## config.mk

```make
export PLATFORM = sky130hd
export DESIGN_NAME = morse_keyer_core_flat
export DESIGN_NICKNAME = d
export VERILOG_FILES = /design/src/design/mk_pkg.sv /design/src/design/mk_req_if.sv /design/src/design/mk_res_if.sv /design/src/design/mk_cfg_if.sv /design/src/design/morse_keyer_core.sv /design/src/design/mk_step.sv /design/src/flat_wrapper.sv
export SDC_FILE = /design/constraint.sdc
export NUM_CORES = 1
export LEC_CHECK = 0
export BUFFER_PORTS_ARGS = -buffer_cell sky130_fd_sc_hd__buf_4
export CORE_ASPECT_RATIO = 1.5
export CORE_MARGIN = 5
export CORE_UTILIZATION = 61
export CTS_CLUSTER_DIAMETER = 80
export DETAILED_ROUTE_END_ITERATION = 6
export MAX_ROUTING_LAYER = met4
export PLACE_DENSITY_LB_ADDON = 0.05
export SLEW_MARGIN = 25
export SYNTH_ARGS = -nofsm -noshare
export SYNTH_HDL_FRONTEND = slang
export SYNTH_HIERARCHICAL = 1
export SYNTH_SLANG_ARGS = --single-unit
```

## constraint.sdc

```tcl
create_clock -name clk -period 4.5 [get_ports clk]
set_input_delay 0.9 -clock clk [delete_from_list [all_inputs] [get_ports clk]]
set_output_delay 0.9 -clock clk [all_outputs]
set_load 0.05 [all_outputs]
```

## src/design/mk_pkg.sv

```systemverilog
`timescale 1ns / 1ps
// ----------------------------------------------------------------------------
// mk_pkg
// Shared types, phase codes and the letter table of the Morse keyer.
// ----------------------------------------------------------------------------
package mk_pkg;

    localparam int unsigned UNIT_W = 16;

    localparam logic [2:0] PH_IDLE = 3'd0;
    localparam logic [2:0] PH_MARK = 3'd1;
    localparam logic [2:0] PH_EGAP = 3'd2;
    localparam logic [2:0] PH_LGAP = 3'd3;
    localparam logic [2:0] PH_WGAP = 3'd4;

    localparam logic [UNIT_W-1:0] DEFAULT_UNIT     = 16'd250;
    localparam logic [2:0]        DASH_UNITS       = 3'd3;
    localparam logic [2:0]        LETTER_GAP_UNITS = 3'd3;
    localparam logic [2:0]        WORD_GAP_UNITS   = 3'd4;

    localparam logic [7:0] CHAR_LOW_A = 8'h61;
    localparam logic [7:0] CHAR_LOW_Z = 8'h7a;
    localparam logic [7:0] CHAR_SPACE = 8'h20;

    localparam logic REQ_CHAR = 1'b0;
    localparam logic REQ_TICK = 1'b1;

    typedef struct packed {
        logic [3:0]        pattern;
        logic [2:0]        elements_left;
        logic [2:0]        phase;
        logic [UNIT_W-1:0] tick_count;
        logic [2:0]        units_left;
    } mk_state_t;

    typedef struct packed {
        logic key_on;
        logic busy_res;
        logic char_accepted;
    } mk_result_t;

    // length in bits 6..4, marks in bits 3..0, bit 0 sent first, 1 = dash
    function automatic logic [6:0] letter_code(input logic [4:0] idx);
        logic [6:0] code;
        unique case (idx)
            5'd0:    code = 7'h22;
            5'd1:    code = 7'h41;
            5'd2:    code = 7'h45;
            5'd3:    code = 7'h31;
            5'd4:    code = 7'h10;
            5'd5:    code = 7'h44;
            5'd6:    code = 7'h33;
            5'd7:    code = 7'h40;
            5'd8:    code = 7'h20;
            5'd9:    code = 7'h4e;
            5'd10:   code = 7'h35;
            5'd11:   code = 7'h42;
            5'd12:   code = 7'h23;
            5'd13:   code = 7'h21;
            5'd14:   code = 7'h37;
            5'd15:   code = 7'h46;
            5'd16:   code = 7'h4b;
            5'd17:   code = 7'h32;
            5'd18:   code = 7'h30;
            5'd19:   code = 7'h11;
            5'd20:   code = 7'h34;
            5'd21:   code = 7'h48;
            5'd22:   code = 7'h36;
            5'd23:   code = 7'h49;
            5'd24:   code = 7'h4d;
            5'd25:   code = 7'h43;
            default: code = 7'h00;
        endcase
        return code;
    endfunction

endpackage

```

## src/design/mk_req_if.sv

```systemverilog
`timescale 1ns / 1ps
// ----------------------------------------------------------------------------
// mk_req_if
// Request channel: a character or a tick item.
// ----------------------------------------------------------------------------
interface mk_req_if;
    logic       valid;
    logic       ready;
    logic       req_type;
    logic [7:0] char_code;

    modport source (output valid, output req_type, output char_code, input ready);
    modport sink   (input valid, input req_type, input char_code, output ready);
endinterface

```

## src/design/mk_res_if.sv

```systemverilog
`timescale 1ns / 1ps
// ----------------------------------------------------------------------------
// mk_res_if
// Result channel: key level and status after each item.
// ----------------------------------------------------------------------------
interface mk_res_if;
    logic valid;
    logic ready;
    logic key_on;
    logic busy_res;
    logic char_accepted;

    modport source (output valid, output key_on, output busy_res, output char_accepted,
                    input ready);
    modport sink   (input valid, input key_on, input busy_res, input char_accepted,
                    output ready);
endinterface

```

## src/design/mk_cfg_if.sv

```systemverilog
`timescale 1ns / 1ps
// ----------------------------------------------------------------------------
// mk_cfg_if
// Configuration write channel for the unit length register.
// ----------------------------------------------------------------------------
interface mk_cfg_if;
    logic        valid;
    logic        ready;
    logic [15:0] data;

    modport source (output valid, output data, input ready);
    modport sink   (input valid, input data, output ready);
endinterface

```

## src/design/morse_keyer_core.sv

```systemverilog
`timescale 1ns / 1ps
// ----------------------------------------------------------------------------
// morse_keyer_core
// International Morse keyer: lowercase letters and space in, key line out.
//
// Each request is a character or one time tick, and every request gives
// exactly one result with the key level, the busy flag and whether the
// character was taken. A request passes an input register and then the
// step logic into the result register, one request per clock when the
// result side keeps up. A dot is one unit on, a dash three, element gaps
// one unit, letter gaps three and a space four more, where a unit is
// unit_ticks tick requests (zero counts as one). Characters that arrive
// while busy, and codes other than a to z and space, are not taken.
// Write unit_ticks only while the keyer is idle.
// ----------------------------------------------------------------------------
module morse_keyer_core (
    input  logic      clk,
    input  logic      rst_n,
    mk_req_if.sink    req,
    mk_res_if.source  res,
    mk_cfg_if.sink    cfg
);

    logic                      s1_valid_reg;
    logic                      s1_type_reg;
    logic [7:0]                s1_char_reg;
    logic                      out_valid_reg;
    mk_pkg::mk_result_t        out_reg;
    mk_pkg::mk_state_t         state_reg;
    mk_pkg::mk_state_t         state_next;
    mk_pkg::mk_result_t        result_next;
    logic [mk_pkg::UNIT_W-1:0] unit_reg;
    logic                      s2_advance;

    assign s2_advance = s1_valid_reg && (!out_valid_reg || res.ready);
    assign req.ready  = !s1_valid_reg || s2_advance;
    assign cfg.ready  = 1'b1;

    mk_step u_step (
        .cur        (state_reg),
        .unit_ticks (unit_reg),
        .req_type   (s1_type_reg),
        .char_code  (s1_char_reg),
        .nxt        (state_next),
        .result     (result_next)
    );

    always_ff @(posedge clk or negedge rst_n)
    begin
        if (!rst_n)
        begin
            unit_reg <= mk_pkg::DEFAULT_UNIT;
        end
        else if (cfg.valid)
        begin
            unit_reg <= cfg.data;
        end
    end

    always_ff @(posedge clk or negedge rst_n)
    begin
        if (!rst_n)
        begin
            s1_valid_reg <= 1'b0;
        end
        else if (req.ready)
        begin
            s1_valid_reg <= req.valid;
        end
    end

    always_ff @(posedge clk)
    begin
        if (req.valid && req.ready)
        begin
            s1_type_reg <= req.req_type;
            s1_char_reg <= req.char_code;
        end
    end

    always_ff @(posedge clk or negedge rst_n)
    begin
        if (!rst_n)
        begin
            state_reg     <= '0;
            out_valid_reg <= 1'b0;
        end
        else
        begin
            if (s2_advance)
            begin
                state_reg     <= state_next;
                out_valid_reg <= 1'b1;
            end
            else if (res.ready)
            begin
                out_valid_reg <= 1'b0;
            end
        end
    end

    always_ff @(posedge clk)
    begin
        if (s2_advance)
        begin
            out_reg <= result_next;
        end
    end

    assign res.valid         = out_valid_reg;
    assign res.key_on        = out_reg.key_on;
    assign res.busy_res      = out_reg.busy_res;
    assign res.char_accepted = out_reg.char_accepted;

`ifndef NO_ASSERTIONS
    // idle keyer holds no leftover marks or units
    a_idle_clean: assert property (@(posedge clk) disable iff (!rst_n)
        (state_reg.phase == mk_pkg::PH_IDLE) |->
            (state_reg.pattern == 4'd0 && state_reg.elements_left == 3'd0 &&
             state_reg.units_left == 3'd0))
        else $error("idle keyer has leftover state");

    // a busy phase always has units to run
    a_busy_units: assert property (@(posedge clk) disable iff (!rst_n)
        (state_reg.phase != mk_pkg::PH_IDLE) |->
            (state_reg.units_left != 3'd0 && state_reg.phase <= mk_pkg::PH_WGAP))
        else $error("busy phase without units or with bad code");

    // a taken character or a keyed line means busy
    a_result_busy: assert property (@(posedge clk) disable iff (!rst_n)
        (out_valid_reg && (out_reg.char_accepted || out_reg.key_on)) |-> out_reg.busy_res)
        else $error("result keyed or accepted while not busy");

    // the keyer state only changes when an item leaves the input register
    a_state_hold: assert property (@(posedge clk) disable iff (!rst_n)
        !s2_advance |=> $stable(state_reg))
        else $error("keyer state changed without a request");
`endif

endmodule

```

## src/design/mk_step.sv

```systemverilog
`timescale 1ns / 1ps
// ----------------------------------------------------------------------------
// mk_step
// Next keyer state and result for one character or tick item.
// ----------------------------------------------------------------------------
module mk_step (
    input  mk_pkg::mk_state_t              cur,
    input  logic [mk_pkg::UNIT_W-1:0]      unit_ticks,
    input  logic                           req_type,
    input  logic [7:0]                     char_code,
    output mk_pkg::mk_state_t              nxt,
    output mk_pkg::mk_result_t             result
);

    logic [mk_pkg::UNIT_W-1:0] unit_len;
    logic [mk_pkg::UNIT_W:0]   tick_inc;
    logic [2:0]                units_dec;
    logic [2:0]                elems_dec;
    logic [3:0]                pat_shift;
    logic [6:0]                code;
    logic [7:0]                letter_off;
    logic                      is_letter;
    logic                      accepted;

    assign unit_len   = (unit_ticks == '0) ? mk_pkg::UNIT_W'(1) : unit_ticks;
    assign tick_inc   = {1'b0, cur.tick_count} + (mk_pkg::UNIT_W+1)'(1);
    assign units_dec  = cur.units_left - 3'd1;
    assign elems_dec  = cur.elements_left - 3'd1;
    assign pat_shift  = {1'b0, cur.pattern[3:1]};
    assign letter_off = char_code - mk_pkg::CHAR_LOW_A;
    assign code       = mk_pkg::letter_code(letter_off[4:0]);
    assign is_letter  = (char_code >= mk_pkg::CHAR_LOW_A) && (char_code <= mk_pkg::CHAR_LOW_Z);

    always_comb
    begin
        nxt      = cur;
        accepted = 1'b0;
        if (req_type == mk_pkg::REQ_CHAR)
        begin
            if (cur.phase == mk_pkg::PH_IDLE)
            begin
                if (is_letter)
                begin
                    nxt.pattern       = code[3:0];
                    nxt.elements_left = code[6:4];
                    nxt.phase         = mk_pkg::PH_MARK;
                    nxt.units_left    = code[0] ? mk_pkg::DASH_UNITS : 3'd1;
                    nxt.tick_count    = '0;
                    accepted          = 1'b1;
                end
                else if (char_code == mk_pkg::CHAR_SPACE)
                begin
                    nxt.pattern       = '0;
                    nxt.elements_left = '0;
                    nxt.phase         = mk_pkg::PH_WGAP;
                    nxt.units_left    = mk_pkg::WORD_GAP_UNITS;
                    nxt.tick_count    = '0;
                    accepted          = 1'b1;
                end
            end
        end
        else if (cur.phase != mk_pkg::PH_IDLE)
        begin
            if (tick_inc >= {1'b0, unit_len})
            begin
                nxt.tick_count = '0;
                nxt.units_left = units_dec;
                if (units_dec == 3'd0)
                begin
                    // unit count ran out: move to the next phase
                    if (cur.phase == mk_pkg::PH_MARK)
                    begin
                        nxt.elements_left = elems_dec;
                        nxt.pattern       = pat_shift;
                        if (elems_dec != 3'd0)
                        begin
                            nxt.phase      = mk_pkg::PH_EGAP;
                            nxt.units_left = 3'd1;
                        end
                        else
                        begin
                            nxt.phase      = mk_pkg::PH_LGAP;
                            nxt.units_left = mk_pkg::LETTER_GAP_UNITS;
                        end
                    end
                    else if (cur.phase == mk_pkg::PH_EGAP)
                    begin
                        nxt.phase      = mk_pkg::PH_MARK;
                        nxt.units_left = cur.pattern[0] ? mk_pkg::DASH_UNITS : 3'd1;
                    end
                    else
                    begin
                        nxt.phase         = mk_pkg::PH_IDLE;
                        nxt.units_left    = '0;
                        nxt.pattern       = '0;
                        nxt.elements_left = '0;
                    end
                end
            end
            else
            begin
                nxt.tick_count = tick_inc[mk_pkg::UNIT_W-1:0];
            end
        end
    end

    assign result.key_on        = (nxt.phase == mk_pkg::PH_MARK);
    assign result.busy_res      = (nxt.phase != mk_pkg::PH_IDLE);
    assign result.char_accepted = accepted;

endmodule
```

## src/flat_wrapper.sv

```systemverilog
// flat-port wrapper written by rule: the top's interface ports become plain ports
module morse_keyer_core_flat 
  (clk, rst_n, req_valid, req_req_type, req_char_code, req_ready, res_valid, res_key_on, res_busy_res, res_char_accepted, res_ready, cfg_valid, cfg_data, cfg_ready);
  mk_req_if req_i ();
  mk_res_if res_i ();
  mk_cfg_if cfg_i ();
  input  logic clk;
  input  logic rst_n;
  input wire logic [$bits(req_i.valid)-1:0] req_valid;
  input wire logic [$bits(req_i.req_type)-1:0] req_req_type;
  input wire logic [$bits(req_i.char_code)-1:0] req_char_code;
  output wire logic [$bits(req_i.ready)-1:0] req_ready;
  output wire logic [$bits(res_i.valid)-1:0] res_valid;
  output wire logic [$bits(res_i.key_on)-1:0] res_key_on;
  output wire logic [$bits(res_i.busy_res)-1:0] res_busy_res;
  output wire logic [$bits(res_i.char_accepted)-1:0] res_char_accepted;
  input wire logic [$bits(res_i.ready)-1:0] res_ready;
  input wire logic [$bits(cfg_i.valid)-1:0] cfg_valid;
  input wire logic [$bits(cfg_i.data)-1:0] cfg_data;
  output wire logic [$bits(cfg_i.ready)-1:0] cfg_ready;
  assign req_i.valid = req_valid;
  assign req_i.req_type = req_req_type;
  assign req_i.char_code = req_char_code;
  assign req_ready = req_i.ready;
  assign res_valid = res_i.valid;
  assign res_key_on = res_i.key_on;
  assign res_busy_res = res_i.busy_res;
  assign res_char_accepted = res_i.char_accepted;
  assign res_i.ready = res_ready;
  assign cfg_i.valid = cfg_valid;
  assign cfg_i.data = cfg_data;
  assign cfg_ready = cfg_i.ready;
  morse_keyer_core u_core (.clk(clk), .rst_n(rst_n), .req(req_i), .res(res_i), .cfg(cfg_i));
endmodule
```

Yosys cells after proc, flatten, opt, wreduce, memory -nomap -nowiden. Memories as Yosys holds them, arrays and structs flattened. Cells that the tools add are included.

Order comparisons: 3. Mux-type cells: 24. Equality and inequality tests: 8. Reductions and logical operators: 20. Add/subtract/negate cells: 4. Bitwise operators: 1.

Operators with widths (count): 2-to-1 mux 29 bit (5); 2-to-1 mux 16 bit (2); 2-to-1 mux 10 bit (3); adder 16 x 1 -> 17 bit (second input constant) (1); greater-or-equal comparator 17 x 16 -> 1 bit (1); zero test 16 bit (1); nonzero test 3 bit (4); 2-to-1 mux 3 bit (3); equality test 8 x 6 -> 1 bit (second input constant) (1); greater-or-equal comparator 8 x 7 -> 1 bit (second input constant) (1); <= comparator 8 x 7 -> 1 bit (second input constant) (1); 2-to-1 mux 2 bit (4); 2-to-1 mux 7 bit (1); AND reduction 7 bit (1); equality test 3 x 1 -> 1 bit (second input constant) (2); zero test 3 bit (2); 2-to-1 mux 1 bit (6); != test 2 bit (second input constant) (3); subtractor 3 x 1 -> 3 bit (second input constant) (2); AND reduction 5 bit (1); subtractor 5 x 1 -> 5 bit (second input constant) (1); AND reduction 4 bit (1); nonzero test 2 bit (2); equality test 3 x 2 -> 1 bit (second input constant) (1); other kinds (6) (10).

Memories: 1. Bits in registers: 59. Output and inout bits: 6. Logic and storage cells: 74. Memory bits (read-only): 224.

Memory list: (name not given) (words 32, width 7, rd ports 1, clocked after Yosys merged registers in 0, write ports 0, line mk_pkg.sv:45) `unique case (idx)`.

Depth between registers and ports, before layout. Gate-level depths: netlist of the first run.

Depth in word-level cells: 9. Depth in mapped cells: 17. Depth with buffers taken out: 14.

By module. The synthesis of the first run kept the hierarchy.

By module, submodules not included: mk_step (area each 2383.5 um2, instances 1, seq. area each 0.0 um2, cells an instance 356); morse_keyer_core (area each 2260.9 um2, instances 1, seq. area each 1544.0 um2, cells an instance 118).

Worst setup path before layout of the first run. No wires, ideal clock.

Path kind: reg2reg. Start: register u_core/state_reg[5] in the netlist's numbering. End: register u_core.out_reg (netlist bit u_core/res.busy_res) (data pin). Path buffers: 2. Slack: 0.970 ns. Cell stages (with the launch flop): 16. Library setup time: 0.272 ns. Arrival time: 3.258 ns. Cells stage by stage: dfrtp_1 > and3_1 > clkbuf_1 > and3_1 > clkbuf_1 > nand3_1 > nor2_1 > xor2_1 > ha_1 > nand4_1 > nor4_1 > a21oi_1 > nand3_4 > o2111a_1 > a211oi_2 > or4b_1.

RTL lines: start: declaration (line morse_keyer_core.sv:29) `mk_pkg::mk_state_t state_reg;`; start signal: assignment (line morse_keyer_core.sv:92) `state_reg <= state_next;`; end signal: assignment (line morse_keyer_core.sv:106) `out_reg <= result_next;`; end: declaration (line morse_keyer_core.sv:28) `mk_pkg::mk_result_t out_reg;`.

==> results of run 1 <==
-- routing by layer --
metal / part of all wire / up-vias / global-route usage
met4: 0.037 / 0 / 0.127
li1: - / 1770 / -
met1: 0.37 / 1822 / 0.247
met5: 0 / - / -
met3: 0.033 / 30 / 0.0467
met2: 0.56 / 87 / 0.472
-- cell usage after synthesis (all sizes together), types with 12 or more instances --
library cell and instances:
dfrtp 41, a21oi 26, clkbuf 15, nand3 22, nand2 34, edfxtp 12
buf 18, o21ai 23, inv 30, ha 27, nor3 18, nor2 30
mux2 45, xnor2 13
-- worst paths after layout --
check / endpoint / cells after the start / from
max: u_core/res.busy_res$_DFFE_PP_ / 13 / u_core/state_reg[3]$_DFFE_PN0P_
min: u_core/res.valid$_DFFE_PN0P_ / 1 / u_core/s1_valid_reg$_DFFE_PN0P_
max reg2reg: u_core/res.busy_res$_DFFE_PP_ / 13 / u_core/state_reg[3]$_DFFE_PN0P_
min reg2reg: u_core/res.valid$_DFFE_PN0P_ / 1 / u_core/s1_valid_reg$_DFFE_PN0P_
max in group asynchronous: u_core/state_reg[19]$_DFFE_PN0P_ / 1 / rst_n
min in group asynchronous: u_core/unit_reg[2]$_DFFE_PN0P_ / 1 / rst_n
-- critical path: cells and delay by family, from the launching register on --
kind            cells  cell delay [ns]
fa+ha+maj           2             0.52
flops               1             0.42
simple gates        8             2.03
xor+xnor            1             0.19
compound gates      2             0.57
-- cells by family after synthesis --
logic type / Yosys count
AOI/OAI and AO/OA: 102
xor gates and xnor gates: 22
adders and majority gates: 27
buffers and inverters: 63
DFF: 59
muxes: 48
other: 1
and+or+nand+nor: 152
-- power groups by stage --
stage          Sequential [mW]  Combinational [mW]  Clock, mW
2_1_floorplan            0.698               0.476          0
3_3_place_gp             0.715               0.593          0
3_5_place_dp             0.719               0.606          0
4_1_cts                  0.711               0.613      0.654
5_1_grt                  0.725               0.671      0.676
6_report                 0.712               0.617      0.641
-- area by class of cell --
cell class	count	area, µm²
sequential	59	1540
clock inverter	4	25.0
fill	639	2340
clock buffer	12	256
multi-input combinational	352	2810
inverter	30	113
tap	102	128
timing repair buffer	41	308
-- stage by stage --
step / setup slack, ns / hold slack [ns] / instances / total power [mW]
floorplan: 0.970 / 0.475 / 474 / 1.17
global placement: 0.647 / 0.484 / 584 / 1.31
detailed placement: 0.579 / 0.502 / 584 / 1.33
CTS: 0.524 / 0.508 / 600 / 1.98
global route: 0.210 / 0.530 / 600 / 2.07
finish: 0.508 / 0.509 / 600 / 1.97
==> impl_results.md, run 1 <==
* TNS Setup at 0 ns
* First-pass GRT wire length at 17500 µm
* Die area at 9500 µm²
* Slew Limit Headroom at 0.311
* Crit Path Max Fanout at 14
* Via count of the routed design at 3709
* Worst-margin pin slew at 1.03 ns
* Crit path cell chain: ha_1 -> and3_1 -> nand3_1 -> nor3_1 -> xor2_1 -> ha_1 -> nand4_1 -> nor4_1 -> a21oi_1 -> nand3_4 -> o21ai_4 -> nor2_1 -> or4b_1
* Most frequent cells in the layout: buf_4 (41), dfrtp_1 (41), nand2_1 (33)
* Worst vdd ir at 0.361 mV
* Fmax at 0.251 GHz
* Ys async rst share at 0.797
* Leakage at 2.34 nW
* Worst setup EP type: register
* Post-DP HPWL at 7890 µm
* Die height at 117 µm
* Count of clock tree sinks at 59
* Final Core Density at 0.689
* Required time of the critical path at 4.58 ns
* Max clock buf depth at 2
* DRC Markers at 0
* GR Overflow Total at 0
* CTS root buf: clkbuf_16
* Max-cap violations at 0
* WL final at 10900 µm
* Count of warnings emitted by yosys at 6
* Share of the synthesized area in the top cell type at 0.221
* Largest family of logic cells by synthesized area: simple AND/OR/NAND/NOR gates
* Sequential power share at 0.361
* Htree depth at 3
* CTS tree: built
* WP data arrival at 4.07 ns
* Synth Area in XOR/XNOR at 0.0415
* Mapped cell area at 4640 µm²
* Routed wire per std cell at 18.1 µm
* Top_reg_cell synth: dfrtp_1
* Core Area at 7510 µm²
* Placed inst area at 4900 µm²
* Layout Nets at 550
* Pwr per Cell Area at 380 nW/µm²
* Setup violators final at 0
* Unrepaired setup endpoints after global routing: false
* Crit-path max cell delay at 0.53 ns
* Critical path type: reg2reg
* Num CTS Buffers at 9
* R2R Setup Slk at 0.51 ns
* Routability cong. at 0.921
* Post-Synth Adder-Cell Area at 0.0727
* Vias in the first global route at 3708
* Post-CTS Setup Bufs at 0
* Overall Global Routing Usage at 0.254
* Vias per cell at 6.18
* Final Cycle Share at 0.887
* Netlist cell types at 72
* Final ANT Viol Nets at 0
* Worst clock skew at 0.00396 ns
* Comb power frac at 0.313
* Post-Synth Simple-Gate Area at 0.184
* Post-synthesis sequential area ratio at 0.332
* Max-slew violation count at 0
* Synth area leaders: dfrtp_1 (22%), mux2_4 (9.4%), edfxtp_1 (7.8%)
* Clk_lat worst skew at 0.34 ns
* Largest net degree at the start of global routing at 48
* CP Launch Type: register
* Number of flops mapped to enable cells by yosys at 12
* Synth-to-layout area growth at 11.5%
* Int Pwr at 1.31 mW
* N_diodes at 0
* Cell accounting for the most synthesized area: dfrtp_1
* Most frequent cell on the critical path: ha_1
* Starting Density at 0.618
* Ratio of cells with drive above 1 in the final layout at 0.255
* CTS resizes at 0
* Mapped Cells at 474
* Net Switching at 664 µW
* I/O pins at 36
* Seq cells post-synth at 59
* Synth Net Count at 531
* Row count at 39
* Number of hold buffers added after CTS at 0
* I/O Buffers at 34
* Final hold violation count at 0
* Worst Hold Class: reg2reg
* Sw Share at 0.337
* Die W at 81.2 µm
* Initial antenna violation count at 0
* Clock power share at 0.326
* Slowest-stage cell, CP: or4b_1
* Detailed Routing Iterations Pass 1 at 5
* Status: completed
* Compound-Gate Fraction of Synth Area at 0.166
* Post-synthesis mux area share at 0.139
* Tmin final at 3.99 ns
* Clock transition at path regs at 0.05 ns
* Max FFs per register at 29
* Mapped Avg Cell Area at 9.80 µm²
* Initial DRC count at 311
* Final Instance Area at 5180 µm²
(Power assumes the default switching activity.)
==> run 2, diff against run 1 <==
Settings changed: CTS_BUF_LIST from default to sky130_fd_sc_hd__clkbuf_16.
==> run 2 against run 1 <==
- non-clock buffer count unchanged
- total power fell by 1.9%
- worst hold slack got worse by 0.0023 ns
- critical path type unchanged
==> impl_results.md, run 2 (same netlist as run 1, synthesis figures left out) <==
* RR Startpoint: u_core/state_reg[3]$_DFFE_PN0P_
* Final hold violation count at 0
* Area of the multi-input gates at 2810 µm²
* Initial DRC count at 326
* Worst vdd ir at 0.299 mV
* Tmin final at 4.00 ns
* CP Launch Type: register
* Routability cong. at 0.921
* Total power at 1.93 mW
* Ratio of cells with drive above 1 in the final layout at 0.253
* Die W at 81.2 µm
* CTS tree: built
* Worst-margin pin slew at 1.04 ns
* CTS root buf: clkbuf_16
* Worst Hold Class: reg2reg
* Max-slew violation count at 0
* Clk_lat worst skew at 0.34 ns
* Via count of the routed design at 3706
* I/O Buffers at 34
* Die area at 9500 µm²
* DRC Markers at 0
* First-pass GRT wire length at 17500 µm
* Post-DP HPWL at 7890 µm
* Overall Global Routing Usage at 0.251
* WP buf/inv at 0
* Vias in the first global route at 3676
* Fmax at 0.250 GHz
* Crit path launch: u_core/state_reg[3]$_DFFE_PN0P_
* Routed wire per std cell at 18.1 µm
* Synth-to-layout area growth at 11.1%
* GR Overflow Total at 0
* Crit Path Max Fanout at 14
* Hold path depth at 1
* FF-to-FF End: u_core/res.busy_res$_DFFE_PP_
* Crit-path max cell delay at 0.53 ns
* TNS Setup at 0 ns
* Final ANT Viol Nets at 0
* Post-CTS Setup Bufs at 0
* Most frequent cells in the layout: buf_4 (41), dfrtp_1 (41), nand2_1 (33)
* WL final at 10800 µm
* Delay-heaviest family, CP: simple AND/OR/NAND/NOR gates
* Num CTS Buffers at 9
* Setup violators final at 0
* Vias per cell at 6.18
* Max clock buf depth at 2
* Crit path cell chain: ha_1 -> and3_1 -> nand3_1 -> nor3_1 -> xor2_1 -> ha_1 -> nand4_1 -> nor4_1 -> a21oi_1 -> nand3_4 -> o21ai_4 -> nor2_1 -> or4b_1
* Starting Density at 0.618
* Largest net degree at the start of global routing at 48
* Htree depth at 3
* Leakage at 2.34 nW
* Clock transition at path regs at 0.05 ns
* CTS resizes at 0
* WP data arrival at 4.08 ns
* Max FFs per register at 29
* Slowest-stage cell, CP: or4b_1
* Status: completed
* Filler cell count at 643
* WHS Endpoint: u_core/res.valid$_DFFE_PN0P_
* Initial antenna violation count at 0
* Max-cap violations at 0
* Die height at 117 µm
* Worst setup EP type: register
* Reg2reg path depth at 13
* Row count at 39
* Number of hold buffers added after CTS at 0
* Slew Limit Headroom at 0.306
* Final Cycle Share at 0.890
* Worst clock skew at 0.00472 ns
* Register area at 1540 µm²
* Pwr per Cell Area at 374 nW/µm²
* I/O pins at 36
* Detailed Routing Iterations Pass 1 at 5
* Core Area at 7510 µm²
* Unrepaired setup endpoints after global routing: false
* N_diodes at 0
* Layout Nets at 550
* Hold wc startpoint: u_core/s1_valid_reg$_DFFE_PN0P_
* Required time of the critical path at 4.58 ns
* Most frequent cell on the critical path: ha_1
* Count of clock tree sinks at 59
* Critical path type: reg2reg
* R2R Setup Slk at 0.50 ns
==> run 2: cell types whose count changed in the layout (fill, tap and decap cells not counted) <==
cell	delta
clkbuf_1	-1
clkbuf_8	-2
clkinv_1	+1
inv_1	+1
inv_2	+1
==> run 2: worst reg2reg max path, cell delays in order (launching register included) <==
cell and delay (ns):
dfrtp_1 0.42, ha_1 0.25, and3_1 0.31, nand3_1 0.20, nor3_1 0.36, xor2_1 0.19
ha_1 0.26, nand4_1 0.15, nor4_1 0.08, a21oi_1 0.27, nand3_4 0.24, o21ai_4 0.31
nor2_1 0.17, or4b_1 0.53
==> run 2: power breakdown <==
| group | switching (mW) | internal (mW) |
|---|---|---|
| logic | 0.330 | 0.284 |
| registers | 0.0903 | 0.621 |
| clock network | 0.243 | 0.364 |
==> run 2: how the worst max path moves through the flow <==
stage          cells after the start  slack, ns                       endpoint
4_1_cts                           13       0.55  u_core/res.busy_res$_DFFE_PP_
5_1_grt                           13       0.24  u_core/res.busy_res$_DFFE_PP_
3_5_place_dp                      13       0.58  u_core/res.busy_res$_DFFE_PP_
2_1_floorplan                     15       0.97  u_core/res.busy_res$_DFFE_PP_
6_report                          13       0.50  u_core/res.busy_res$_DFFE_PP_
3_3_place_gp                      13       0.65  u_core/res.busy_res$_DFFE_PP_
==> run 2: layer usage <==
layer  up-vias  routed length, µm  track usage
li1       1770                  -            -
met1      1836               4090        0.247
met2        75               6110        0.470
met3        25                313       0.0421
met4         0                324        0.121
met5         -                  0            -
==> run 2: final cells by class <==
cell class	instances	share of cell area
Clock buffer	9	0.0437
Sequential cell	59	0.299
Clock inverter	7	0.00703
Timing Repair Buffer	41	0.0597
Tap cell	102	0.0247
Inverter	30	0.0218
Multi-Input combinational cell	352	0.544
==> run 2: stage by stage <==
step | util | std cells | instance area, µm² | hold WS [ns] | setup slack (ns)
final | 0.686 | 600 | 5160 | 0.507 | 0.496
after global routing | 0.686 | 600 | 5160 | 0.533 | 0.236
after CTS | 0.686 | 600 | 5160 | 0.510 | 0.554
after detailed placement | 0.652 | 584 | 4900 | 0.502 | 0.579
after global placement | 0.652 | 584 | 4900 | 0.484 | 0.647
after floorplan | - | 474 | 4640 | 0.475 | 0.970
